$ cat src/rtl/ksd_pkg.sv
// Shared types and constants for the Koch segment subdivider.
`timescale 1ns / 1ps

package ksd_pkg;

    // Width of every coordinate field on the channels.
    localparam int FIELD_W = 32;
    // Width of the depth register and of a buffer row index.
    localparam int DEPTH_W = 2;
    // Each refinement step turns one segment into this many points.
    localparam int SEG_SLOTS = 4;
    localparam int SLOT_W = 2;
    // Slot of the segment end point (the fourth point of a refinement).
    localparam logic [SLOT_W-1:0] SLOT_LAST = 2'd3;

    typedef enum logic [2:0] {
        ST_IDLE,
        ST_ECHO,
        ST_DIFF,
        ST_OFFS,
        ST_STEP,
        ST_NEXT,
        ST_FETCH
    } t_state;

    typedef struct packed {
        logic                 load_vertex;
        logic                 echo;
        logic                 calc_diff;
        logic                 diff_src_ram;
        logic                 calc_off;
        logic                 step_emit;
        logic                 step_write;
        logic [SLOT_W-1:0]    step_sel;
        logic                 last;
        logic                 ram_re;
        logic [DEPTH_W-1:0]   ram_row;
        logic [SLOT_W-1:0]    ram_slot;
    } t_dp_cmd;

    typedef struct packed {
        logic out_free;
    } t_dp_sts;

endpackage

$ cat src/rtl/ksd_if.sv
// Channel interfaces for vertex input and point output.
`timescale 1ns / 1ps

interface ksd_vertex_if;
    logic                                valid;
    logic                                ready;
    logic signed [ksd_pkg::FIELD_W-1:0]  vertex_x;
    logic signed [ksd_pkg::FIELD_W-1:0]  vertex_y;
    logic                                start_path;

    modport source (output valid, output vertex_x, output vertex_y, output start_path,
                    input ready);
    modport sink (input valid, input vertex_x, input vertex_y, input start_path,
                  output ready);
endinterface

interface ksd_point_if;
    logic                                valid;
    logic                                ready;
    logic signed [ksd_pkg::FIELD_W-1:0]  point_x;
    logic signed [ksd_pkg::FIELD_W-1:0]  point_y;
    logic                                last_point;

    modport source (output valid, output point_x, output point_y, output last_point,
                    input ready);
    modport sink (input valid, input point_x, input point_y, input last_point,
                  output ready);
endinterface

$ cat src/rtl/ksd_ram.sv
// Generic single-write, single-read RAM with registered read data.
`timescale 1ns / 1ps

module ksd_ram #(
    parameter int WIDTH = 64,
    parameter int DEPTH = 12
) (
    input  logic                     i_clk,
    input  logic                     i_we,
    input  logic [$clog2(DEPTH)-1:0] i_waddr,
    input  logic [WIDTH-1:0]         i_wdata,
    input  logic                     i_re,
    input  logic [$clog2(DEPTH)-1:0] i_raddr,
    output logic [WIDTH-1:0]         o_rdata
);

    logic [WIDTH-1:0] r_mem [DEPTH];
    logic [WIDTH-1:0] r_rdata;

    always_ff @(posedge i_clk) begin
        if (i_we) begin
            r_mem[i_waddr] <= i_wdata;
        end
        if (i_re) begin
            r_rdata <= r_mem[i_raddr];
        end
    end

    assign o_rdata = r_rdata;

endmodule

$ cat src/rtl/ksd_controller.sv
// Sequencer that walks the refinement tree depth first and drives the datapath.
`timescale 1ns / 1ps

module ksd_controller #(
    parameter int MAX_DEPTH = 3
) (
    input  logic                          i_clk,
    input  logic                          i_rst_n,
    input  logic                          i_in_valid,
    input  logic                          i_in_start,
    output logic                          o_in_ready,
    input  logic                          i_cfg_we,
    input  logic [ksd_pkg::DEPTH_W-1:0]   i_cfg_data,
    input  ksd_pkg::t_dp_sts              i_sts,
    output ksd_pkg::t_dp_cmd              o_cmd
);
    import ksd_pkg::*;

    localparam int LW    = $clog2(MAX_DEPTH + 1);
    localparam int IDX_N = 2 ** LW;

    t_state              r_state, n_state;
    logic                r_have_prev, n_have_prev;
    logic [DEPTH_W-1:0]  r_depth, n_depth;
    logic [LW-1:0]       r_lvl, n_lvl;
    logic [SLOT_W-1:0]   r_k, n_k;
    logic                r_src_ram, n_src_ram;
    logic [SLOT_W-1:0]   r_idx [IDX_N];
    logic [SLOT_W-1:0]   n_idx [IDX_N];

    logic [LW-1:0]       eff_depth;
    logic                accept;
    logic                leaf;
    logic                step_go;
    logic                all_last;
    logic [LW-1:0]       lvl_up;
    logic [LW-1:0]       lvl_dn;

    always_comb begin
        if (int'(r_depth) > MAX_DEPTH) begin
            eff_depth = LW'(MAX_DEPTH);
        end else begin
            eff_depth = LW'(r_depth);
        end
    end

    assign accept  = i_in_valid && (r_state == ST_IDLE);
    assign lvl_up  = LW'(r_lvl + LW'(1));
    assign lvl_dn  = LW'(r_lvl - LW'(1));
    // The children of the segment being refined sit at the level the depth asks for.
    assign leaf    = (lvl_up == eff_depth);
    assign step_go = leaf ? i_sts.out_free : 1'b1;

    // The final point comes from the last child at every open level.
    always_comb begin
        all_last = 1'b1;
        for (int i = 1; i < IDX_N; i++) begin
            if ((i <= int'(r_lvl)) && (r_idx[i] != SLOT_LAST)) begin
                all_last = 1'b0;
            end
        end
    end

    // Next state.
    always_comb begin
        n_state = r_state;
        case (r_state)
            ST_IDLE: begin
                if (accept) begin
                    if (i_in_start || !r_have_prev || (eff_depth == '0)) begin
                        n_state = ST_ECHO;
                    end else begin
                        n_state = ST_DIFF;
                    end
                end
            end
            ST_ECHO: begin
                if (i_sts.out_free) begin
                    n_state = ST_IDLE;
                end
            end
            ST_DIFF:  n_state = ST_OFFS;
            ST_OFFS:  n_state = ST_STEP;
            ST_STEP: begin
                if (step_go && (r_k == SLOT_LAST)) begin
                    n_state = leaf ? ST_NEXT : ST_FETCH;
                end
            end
            ST_NEXT: begin
                if (r_lvl == '0) begin
                    n_state = ST_IDLE;
                end else if (r_idx[r_lvl] != SLOT_LAST) begin
                    n_state = ST_FETCH;
                end
            end
            ST_FETCH: n_state = ST_DIFF;
            default:  n_state = ST_IDLE;
        endcase
    end

    // Commands to the datapath.
    always_comb begin
        o_cmd      = '0;
        o_in_ready = 1'b0;
        case (r_state)
            ST_IDLE: begin
                o_in_ready        = 1'b1;
                o_cmd.load_vertex = accept;
            end
            ST_ECHO: begin
                o_cmd.echo = i_sts.out_free;
            end
            ST_DIFF: begin
                o_cmd.calc_diff    = 1'b1;
                o_cmd.diff_src_ram = r_src_ram;
            end
            ST_OFFS: begin
                o_cmd.calc_off = 1'b1;
            end
            ST_STEP: begin
                o_cmd.step_sel = r_k;
                if (leaf) begin
                    o_cmd.step_emit = i_sts.out_free;
                    o_cmd.last      = (r_k == SLOT_LAST) && all_last;
                end else begin
                    o_cmd.step_write = 1'b1;
                    o_cmd.ram_row    = DEPTH_W'(r_lvl);
                    o_cmd.ram_slot   = r_k;
                end
            end
            ST_FETCH: begin
                o_cmd.ram_re   = 1'b1;
                o_cmd.ram_row  = DEPTH_W'(lvl_dn);
                o_cmd.ram_slot = r_idx[r_lvl];
            end
            ST_NEXT: begin
                o_cmd = '0;
            end
            default: begin
                o_cmd = '0;
            end
        endcase
    end

    // Walk counters, path flag and configuration.
    always_comb begin
        n_have_prev = r_have_prev;
        n_depth     = i_cfg_we ? i_cfg_data : r_depth;
        n_lvl       = r_lvl;
        n_k         = r_k;
        n_src_ram   = r_src_ram;
        n_idx       = r_idx;
        case (r_state)
            ST_IDLE: begin
                if (accept) begin
                    n_lvl     = '0;
                    n_src_ram = 1'b0;
                end
            end
            ST_ECHO: begin
                if (i_sts.out_free) begin
                    n_have_prev = 1'b1;
                end
            end
            ST_OFFS: begin
                n_k = '0;
            end
            ST_STEP: begin
                if (step_go) begin
                    n_k = SLOT_W'(r_k + SLOT_W'(1));
                    if ((r_k == SLOT_LAST) && !leaf) begin
                        n_lvl         = lvl_up;
                        n_idx[lvl_up] = '0;
                    end
                end
            end
            ST_NEXT: begin
                if (r_lvl != '0) begin
                    if (r_idx[r_lvl] != SLOT_LAST) begin
                        n_idx[r_lvl] = SLOT_W'(r_idx[r_lvl] + SLOT_W'(1));
                    end else begin
                        n_lvl = lvl_dn;
                    end
                end
            end
            ST_FETCH: begin
                n_src_ram = 1'b1;
            end
            ST_DIFF: begin
                n_k = r_k;
            end
            default: begin
                n_k = r_k;
            end
        endcase
    end

    always_ff @(posedge i_clk) begin
        if (!i_rst_n) begin
            r_state     <= ST_IDLE;
            r_have_prev <= 1'b0;
            r_depth     <= '0;
            r_lvl       <= '0;
            r_k         <= '0;
            r_src_ram   <= 1'b0;
            for (int i = 0; i < IDX_N; i++) begin
                r_idx[i] <= '0;
            end
        end else begin
            r_state     <= n_state;
            r_have_prev <= n_have_prev;
            r_depth     <= n_depth;
            r_lvl       <= n_lvl;
            r_k         <= n_k;
            r_src_ram   <= n_src_ram;
            r_idx       <= n_idx;
        end
    end

endmodule

$ cat src/rtl/ksd_datapath.sv
// Coordinate datapath: vertex and current point, refinement offsets, point buffer, output stage.
`timescale 1ns / 1ps

module ksd_datapath #(
    parameter int MAX_DEPTH   = 3,
    parameter int COORD_WIDTH = 32
) (
    input  logic                                 i_clk,
    input  logic                                 i_rst_n,
    input  ksd_pkg::t_dp_cmd                     i_cmd,
    output ksd_pkg::t_dp_sts                     o_sts,
    input  logic signed [ksd_pkg::FIELD_W-1:0]   i_vertex_x,
    input  logic signed [ksd_pkg::FIELD_W-1:0]   i_vertex_y,
    output logic                                 o_point_valid,
    input  logic                                 i_point_ready,
    output logic signed [ksd_pkg::FIELD_W-1:0]   o_point_x,
    output logic signed [ksd_pkg::FIELD_W-1:0]   o_point_y,
    output logic                                 o_last_point
);
    import ksd_pkg::*;

    localparam int CW        = COORD_WIDTH;
    localparam int DW        = CW + 1;
    localparam int OW        = CW + 3;
    localparam int SW        = CW + 4;
    localparam int RAM_DEPTH = SEG_SLOTS * MAX_DEPTH;
    localparam int AW        = $clog2(RAM_DEPTH);
    localparam longint C_MAX = (longint'(1) <<< (CW - 1)) - longint'(1);
    localparam longint C_MIN = -C_MAX - longint'(1);

    function automatic logic signed [CW-1:0] sat_coord(input longint v);
        logic signed [CW-1:0] r;
        if (v > C_MAX) begin
            r = CW'(C_MAX);
        end else if (v < C_MIN) begin
            r = CW'(C_MIN);
        end else begin
            r = CW'(v);
        end
        return r;
    endfunction

    logic signed [CW-1:0] r_vx, r_vy;
    logic signed [CW-1:0] r_cx, r_cy;
    logic signed [DW-1:0] r_dx, r_dy;
    logic signed [OW-1:0] r_offx [SEG_SLOTS];
    logic signed [OW-1:0] r_offy [SEG_SLOTS];
    logic signed [CW-1:0] r_ox, r_oy;
    logic                 r_olast;
    logic                 r_ovalid;

    logic signed [CW-1:0] in_x, in_y;
    logic signed [CW-1:0] end_x, end_y;
    logic signed [OW-1:0] dxe, dye;
    logic signed [OW-1:0] off_x [SEG_SLOTS];
    logic signed [OW-1:0] off_y [SEG_SLOTS];
    logic signed [SW-1:0] sum_x, sum_y;
    logic signed [CW-1:0] pt_x, pt_y;
    logic [2*CW-1:0]      ram_rdata;
    logic [AW-1:0]        ram_addr;

    assign in_x = sat_coord(longint'(i_vertex_x));
    assign in_y = sat_coord(longint'(i_vertex_y));

    assign end_x = i_cmd.diff_src_ram ? $signed(ram_rdata[2*CW-1:CW]) : r_vx;
    assign end_y = i_cmd.diff_src_ram ? $signed(ram_rdata[CW-1:0])    : r_vy;

    // Quarter point, peak (half step plus the quarter normal), three-quarter point, end.
    assign dxe = OW'(r_dx);
    assign dye = OW'(r_dy);
    always_comb begin
        off_x[0] = dxe >>> 2;
        off_y[0] = dye >>> 2;
        off_x[1] = (dxe >>> 1) + (dye >>> 2);
        off_y[1] = (dye >>> 1) + ((-dxe) >>> 2);
        off_x[2] = (dxe + (dxe <<< 1)) >>> 2;
        off_y[2] = (dye + (dye <<< 1)) >>> 2;
        off_x[3] = dxe;
        off_y[3] = dye;
    end

    assign sum_x = SW'(r_cx) + SW'(r_offx[i_cmd.step_sel]);
    assign sum_y = SW'(r_cy) + SW'(r_offy[i_cmd.step_sel]);
    assign pt_x  = sat_coord(longint'(sum_x));
    assign pt_y  = sat_coord(longint'(sum_y));

    assign ram_addr = AW'(int'(i_cmd.ram_row) * SEG_SLOTS + int'(i_cmd.ram_slot));

    ksd_ram #(
        .WIDTH (2 * CW),
        .DEPTH (RAM_DEPTH)
    ) u_pending (
        .i_clk   (i_clk),
        .i_we    (i_cmd.step_write),
        .i_waddr (ram_addr),
        .i_wdata ({pt_x, pt_y}),
        .i_re    (i_cmd.ram_re),
        .i_raddr (ram_addr),
        .o_rdata (ram_rdata)
    );

    always_ff @(posedge i_clk) begin
        if (i_cmd.load_vertex) begin
            r_vx <= in_x;
            r_vy <= in_y;
        end
        if (i_cmd.calc_diff) begin
            r_dx <= DW'(end_x) - DW'(r_cx);
            r_dy <= DW'(end_y) - DW'(r_cy);
        end
        if (i_cmd.calc_off) begin
            for (int i = 0; i < SEG_SLOTS; i++) begin
                r_offx[i] <= off_x[i];
                r_offy[i] <= off_y[i];
            end
        end
        if (i_cmd.echo) begin
            r_ox    <= r_vx;
            r_oy    <= r_vy;
            r_olast <= 1'b1;
        end else if (i_cmd.step_emit) begin
            r_ox    <= pt_x;
            r_oy    <= pt_y;
            r_olast <= i_cmd.last;
        end
    end

    // The current point is the last segment end emitted, and so the stored vertex between items.
    always_ff @(posedge i_clk) begin
        if (!i_rst_n) begin
            r_cx     <= '0;
            r_cy     <= '0;
            r_ovalid <= 1'b0;
        end else begin
            if (i_cmd.echo) begin
                r_cx <= r_vx;
                r_cy <= r_vy;
            end else if (i_cmd.step_emit && (i_cmd.step_sel == SLOT_LAST)) begin
                r_cx <= pt_x;
                r_cy <= pt_y;
            end
            if (i_cmd.echo || i_cmd.step_emit) begin
                r_ovalid <= 1'b1;
            end else if (i_point_ready) begin
                r_ovalid <= 1'b0;
            end
        end
    end

    assign o_sts.out_free = !r_ovalid || i_point_ready;
    assign o_point_valid  = r_ovalid;
    assign o_point_x      = FIELD_W'(r_ox);
    assign o_point_y      = FIELD_W'(r_oy);
    assign o_last_point   = r_olast;

endmodule

$ cat src/rtl/koch_segment_subdivider.sv
// Top level of the Koch segment subdivider: controller, datapath and their channels.
`timescale 1ns / 1ps

// Channel     Dir  Payload                              Transfer when
// i_vertex    in   vertex_x, vertex_y, start_path       valid && ready
// o_point     out  point_x, point_y, last_point         valid && ready
// i_cfg_*     in   subdivision_depth (2 bits)           i_cfg_we
//
// A path start (or a vertex with no stored predecessor, or depth zero)
// yields one point. The single shared refinement unit refines each segment
// in ST_DIFF, ST_OFFS and ST_STEP, plus a fetch and a step of the walk per
// visited child. Reset is synchronous and active low; it marks the stored
// vertex invalid and clears the depth and the output stage. A stall on
// o_point freezes the walk only while a point is waiting to leave; a new
// vertex is taken right after an echo, or once ST_NEXT has unwound every
// open level after the last point of a segment has been issued.

module koch_segment_subdivider #(
    parameter int MAX_DEPTH   = 3,
    parameter int COORD_WIDTH = 32
) (
    input  logic                         i_clk,
    input  logic                         i_rst_n,
    ksd_vertex_if.sink                   i_vertex,
    ksd_point_if.source                  o_point,
    input  logic                         i_cfg_we,
    input  logic [ksd_pkg::DEPTH_W-1:0]  i_cfg_data
);
    import ksd_pkg::*;

    t_dp_cmd cmd;
    t_dp_sts sts;
    logic    in_ready;

    // The controller owns the input handshake and the depth register; the
    // datapath owns every coordinate and the output register.
    ksd_controller #(
        .MAX_DEPTH (MAX_DEPTH)
    ) u_ctrl (
        .i_clk      (i_clk),
        .i_rst_n    (i_rst_n),
        .i_in_valid (i_vertex.valid),
        .i_in_start (i_vertex.start_path),
        .o_in_ready (in_ready),
        .i_cfg_we   (i_cfg_we),
        .i_cfg_data (i_cfg_data),
        .i_sts      (sts),
        .o_cmd      (cmd)
    );

    ksd_datapath #(
        .MAX_DEPTH   (MAX_DEPTH),
        .COORD_WIDTH (COORD_WIDTH)
    ) u_dp (
        .i_clk         (i_clk),
        .i_rst_n       (i_rst_n),
        .i_cmd         (cmd),
        .o_sts         (sts),
        .i_vertex_x    (i_vertex.vertex_x),
        .i_vertex_y    (i_vertex.vertex_y),
        .o_point_valid (o_point.valid),
        .i_point_ready (o_point.ready),
        .o_point_x     (o_point.point_x),
        .o_point_y     (o_point.point_y),
        .o_last_point  (o_point.last_point)
    );

    assign i_vertex.ready = in_ready;

endmodule

$ cat src/flat_wrapper.sv
// flat-port wrapper written by rule: the top's interface ports become plain ports
module koch_segment_subdivider_flat import ksd_pkg::*;
#(
    parameter int MAX_DEPTH   = 3,
    parameter int COORD_WIDTH = 32
)
  (i_clk, i_rst_n, i_cfg_we, i_cfg_data, i_vertex_valid, i_vertex_vertex_x, i_vertex_vertex_y, i_vertex_start_path, i_vertex_ready, o_point_valid, o_point_point_x, o_point_point_y, o_point_last_point, o_point_ready);
  ksd_vertex_if i_vertex_i ();
  ksd_point_if o_point_i ();
  input  logic i_clk;
  input  logic i_rst_n;
  input  logic i_cfg_we;
  input  logic [ksd_pkg::DEPTH_W-1:0] i_cfg_data;
  input wire logic [$bits(i_vertex_i.valid)-1:0] i_vertex_valid;
  input wire logic [$bits(i_vertex_i.vertex_x)-1:0] i_vertex_vertex_x;
  input wire logic [$bits(i_vertex_i.vertex_y)-1:0] i_vertex_vertex_y;
  input wire logic [$bits(i_vertex_i.start_path)-1:0] i_vertex_start_path;
  output wire logic [$bits(i_vertex_i.ready)-1:0] i_vertex_ready;
  output wire logic [$bits(o_point_i.valid)-1:0] o_point_valid;
  output wire logic [$bits(o_point_i.point_x)-1:0] o_point_point_x;
  output wire logic [$bits(o_point_i.point_y)-1:0] o_point_point_y;
  output wire logic [$bits(o_point_i.last_point)-1:0] o_point_last_point;
  input wire logic [$bits(o_point_i.ready)-1:0] o_point_ready;
  assign i_vertex_i.valid = i_vertex_valid;
  assign i_vertex_i.vertex_x = i_vertex_vertex_x;
  assign i_vertex_i.vertex_y = i_vertex_vertex_y;
  assign i_vertex_i.start_path = i_vertex_start_path;
  assign i_vertex_ready = i_vertex_i.ready;
  assign o_point_valid = o_point_i.valid;
  assign o_point_point_x = o_point_i.point_x;
  assign o_point_point_y = o_point_i.point_y;
  assign o_point_last_point = o_point_i.last_point;
  assign o_point_i.ready = o_point_ready;
  koch_segment_subdivider #(.MAX_DEPTH(MAX_DEPTH), .COORD_WIDTH(COORD_WIDTH)) u_core (.i_clk(i_clk), .i_rst_n(i_rst_n), .i_vertex(i_vertex_i), .o_point(o_point_i), .i_cfg_we(i_cfg_we), .i_cfg_data(i_cfg_data));
endmodule
$ cat config.mk
export PLATFORM = sky130hd
export DESIGN_NAME = koch_segment_subdivider_flat
export DESIGN_NICKNAME = d
export VERILOG_FILES = /design/src/rtl/ksd_pkg.sv /design/src/rtl/ksd_if.sv /design/src/rtl/ksd_ram.sv /design/src/rtl/ksd_controller.sv /design/src/rtl/ksd_datapath.sv /design/src/rtl/koch_segment_subdivider.sv /design/src/flat_wrapper.sv
export SDC_FILE = /design/constraint.sdc
export NUM_CORES = 2
export LEC_CHECK = 0
export ABC_AREA = 1
export BUFFER_PORTS_ARGS = -buffer_cell sky130_fd_sc_hd__buf_2
export CORE_ASPECT_RATIO = 1.25
export CORE_MARGIN = 5
export CORE_UTILIZATION = 45
export DETAILED_ROUTE_END_ITERATION = 8
export SLEW_MARGIN = 20
export SYNTH_ARGS = -nofsm -noshare
export SYNTH_HDL_FRONTEND = slang
export SYNTH_SLANG_ARGS = --single-unit
$ cat constraint.sdc
create_clock -name i_clk -period 17.9 [get_ports i_clk]
set_input_delay 1.79 -clock i_clk [delete_from_list [all_inputs] [get_ports i_clk]]
set_output_delay 1.79 -clock i_clk [all_outputs]
set_load 0.02 [all_outputs]
==> qor.yml <==
sta:
  fmax_mhz: 144.0
  hold_viol: 0
  fin_crit_ns: 6.946
  setup_viol: 0
  tightest_slew_ns: 1.249
  rsz0062_at_grt: "false"
  drv_slew: 0
  timing.final.ws_setup_ns: 10.95
  finClkSkew_ns: 0.05780
  fin_crit_sh: 0.3881
  slew_headroom: 0.1582
  finalSetupTns_ns: 0
die:
  dieArea_sq_mm: 0.1517
  coreArea_sq_mm: 0.1429
  rows: 155
  io_pins: 139
  die_height_um: 434.2
  start_util: 0.4532
  dieWidth_um: 349.3
setup_path:
  worstSetupStartpoint: "u_core.u_ctrl.r_state[2]"
  start_kind: "flip-flop"
  critPathKind: "reg -> reg"
  reg2reg_from: "u_core.u_ctrl.r_state[2]"
  crit_arrival_ns: 7.49
  cp_max_fo: 32
  critical_path_required_ns: 18.44
  endpoint_kind: "flip-flop"
drt:
  highest_layer: "met5"
  wl_met1_mm: 89.05
  via_per_inst: 5.907
  ant_nets: 0
  first_pass_iters: 7
  wl_met3_mm: 17.28
  met2_length_mm: 100.4
  wire_per_inst_um: 26.43
  first_iter_violations: 5062
  wirelength_mm: 214.0
  drc_errors: 0
  vias: 47840
place:
  place_congestion: 0.9659
  dp.cells: 7845
  io_buffers: 138
  dp_hpwl_mm: 146.3
  pre_cts_ws_ns: 11.04
clock_tree:
  cts_sinks: 1308
  cts_setup_buffers: 0
  clock_path_buffers: 3
  cts_inserted_buffers: 136
  htreeDepth: 4
  worstSkewPairLatency_ns: 0.80
  clk_pin_slew_ns: 0.06
  clockRootBuffer: "clkbuf_16"
  cts_resized: 0
  cts_tree: "built"
  cts_hold_buffers: 0
worst_hold_path:
  worstHoldStart: "u_core.u_dp.r_dy[0]"
  hp-class: "reg -> reg"
yosys:
  ys.flop_type: "edfxtp_1"
  synthArstFlopShare: 0
  synth_cells: 6040
  synth_edf_count: 1223
  synth_area_sq_mm: 0.06477
  yosys_warnings: 0
  synth_cell_types: 57
  yosysSeqAreaShare: 0.5933
  avgSynthCellArea_sq_um: 10.72
  synth-seq-cells: 1308
  synth.net_count: 6416
global_route:
  grt_pass1_wl_mm: 307.8
  grt-ovfl-total: 0
  antenna_found_initial: 9
  grt_max_degree: 143
  grt_usage: 0.2741
  grt_pass1_vias: 46080
power:
  leakage_nw: 27.17
  power_w: 0.008334
  irDropWorstVdd_v: 0.00009869
  powerDensity_mw_per_mm2: 116.0
layout:
  finish.cell_count_without_fillers: 8098
  n_fill_cell: 12820
  final_nets: 6475
  final_layout_size_suffix_gt1_frac: 0.07375
  area_delta_synth_final_pct: 10.94
flow_run:
  max_cap_violations: 0
status:
  status: "complete, no violations"
## per-stage QoR
step / cell area (sq um) / util / hold slack [ns]
final: 71860 / 0.5027 / 0.4569
after global routing: 71850 / 0.5027 / 0.4564
after floorplan: 64770 / - / 0.4268
after global placement: 67250 / 0.4705 / 0.4432
after detailed placement: 67280 / 0.4707 / 0.4477
after CTS: 71850 / 0.5027 / 0.4546
## worst paths after layout
| path | to | slack, ns | cells past startpoint |
|---|---|---|---|
| min reg2reg | u_core.u_dp.r_offy[3][0] | 0.46 | 0 |
| max | u_core.u_dp.u_pending.r_mem[10][34] | 10.95 | 26 |
| max reg2reg | u_core.u_dp.u_pending.r_mem[10][34] | 10.95 | 26 |
| min | u_core.u_dp.r_offy[3][0] | 0.46 | 0 |
## flip-flops by register name, summed over array words and instances, names as in the netlist, 33 cells and up
name,count
u_core.u_dp.r_dx,33
u_core.u_dp.u_pending.r_mem,768
u_core.u_dp.r_offx,98
u_core.u_dp.r_dy,33
u_core.u_dp.u_pending.o_rdata,64
u_core.u_dp.r_offy,99
## routing by layer
| metal | vias up | global-route usage |
|---|---|---|
| met3 | 357 | 0.04554 |
| met1 | 23630 | 0.3769 |
| met2 | 2084 | 0.4444 |
| li1 | 21760 | - |
| met4 | 6 | 0.09322 |
| met5 | - | 0 |
## power by group
| part | internal [W] | leakage, nW | total [W] | switching [W] |
|---|---|---|---|---|
| Sequential | 0.00375 | 11.7 | 0.00383 | 0.0000844 |
| Combinational | 0.000384 | 13.2 | 0.00161 | 0.00122 |
| Clock | 0.00165 | 2.21 | 0.00290 | 0.00125 |
## cell families after synthesis
logic type                 Yosys count  synth area share
adders and majority gates          304           0.05965
and+or+nand+nor                   1774            0.1118
muxes                                7          0.001178
xor gates and xnor gates           260           0.03516
DFF                               1308            0.5933
AOI/OAI and AO/OA                 1549            0.1477
buffers and inverters              838           0.05131
## critical path, cell delays in order, from the launching register on
cell and delay (ns):
dfxtp_1 0.39, inv_2 0.06, nor2_2 0.10, inv_2 0.09, nor2_8 0.14, inv_4 0.09
nor2_8 0.42, inv_4 0.26, nor2_4 0.69, buf_4 0.49, nand2_1 0.09, o211ai_1 0.11
ha_1 0.22, fa_1 0.22, nand2_1 0.08, nand2_1 0.07, nand2_1 0.11, o21ai_1 0.35
nand2_1 0.11, nand2_1 0.25, nand2_1 0.14, nand3_1 0.11, nand2_1 0.07, o21ai_2 0.79
buf_4 0.46, nand2_1 0.30, nand2_1 0.39
## synthesized netlist by cell type (all sizes together), types with 7 or more instances
cell,count,area share
edfxtp,1223,0.57
nand2,991,0.058
inv,561,0.033
a21oi,540,0.042
nor2,438,0.026
a22oi,385,0.045
o21ai,319,0.025
ha,296,0.057
nand3,243,0.019
xor2,193,0.026
clkbuf,163,0.0094
buf,114,0.0093
dfxtp,85,0.026
o211ai,69,0.0080
xnor2,67,0.0091
a211o,65,0.0088
nor3,40,0.0031
a31oi,33,0.0032
nand4,31,0.0030
a21boi,25,0.0029
o21bai,24,0.0028
o21a,21,0.0024
a21o,20,0.0023
nor4,18,0.0017
a211oi,14,0.0016
a2111oi,8,0.0011
fa,8,0.0025
o2111ai,7,0.00095
or2,7,0.00068
## layout by cell type, fill, tap and decap left out, types with 58 or more instances in the layout
| cell | synthesis | layout |
|---|---|---|
| o21ai_0 | 311 | 310 |
| o211ai_1 | 69 | 69 |
| dfxtp_1 | 85 | 85 |
| xor2_1 | 193 | 193 |
| ha_1 | 296 | 296 |
| clkbuf_16 | 0 | 140 |
| nand2_1 | 989 | 986 |
| buf_4 | 9 | 58 |
| inv_1 | 549 | 548 |
| xnor2_1 | 67 | 67 |
| a22oi_1 | 385 | 385 |
| nand3_1 | 243 | 243 |
| buf_2 | 89 | 138 |
| edfxtp_1 | 1223 | 1223 |
| a211o_1 | 65 | 65 |
| a21oi_1 | 540 | 540 |
| nor2_1 | 426 | 410 |
## final cells by class
class	instances	area, sq um	share of cell area
Sequential cell	1308	38430	0.5348
Tap cell	1884	2357	0.03281
Clock inverter	68	809.5	0.01127
Antenna cell	4	10.01	0.0001393
Clock buffer	181	3757	0.05229
Timing Repair Buffer	198	1174	0.01633
Inverter	561	2126	0.02958
Multi-Input combinational cell	3894	23190	0.3228
Power figures use the tool's default switching activity.
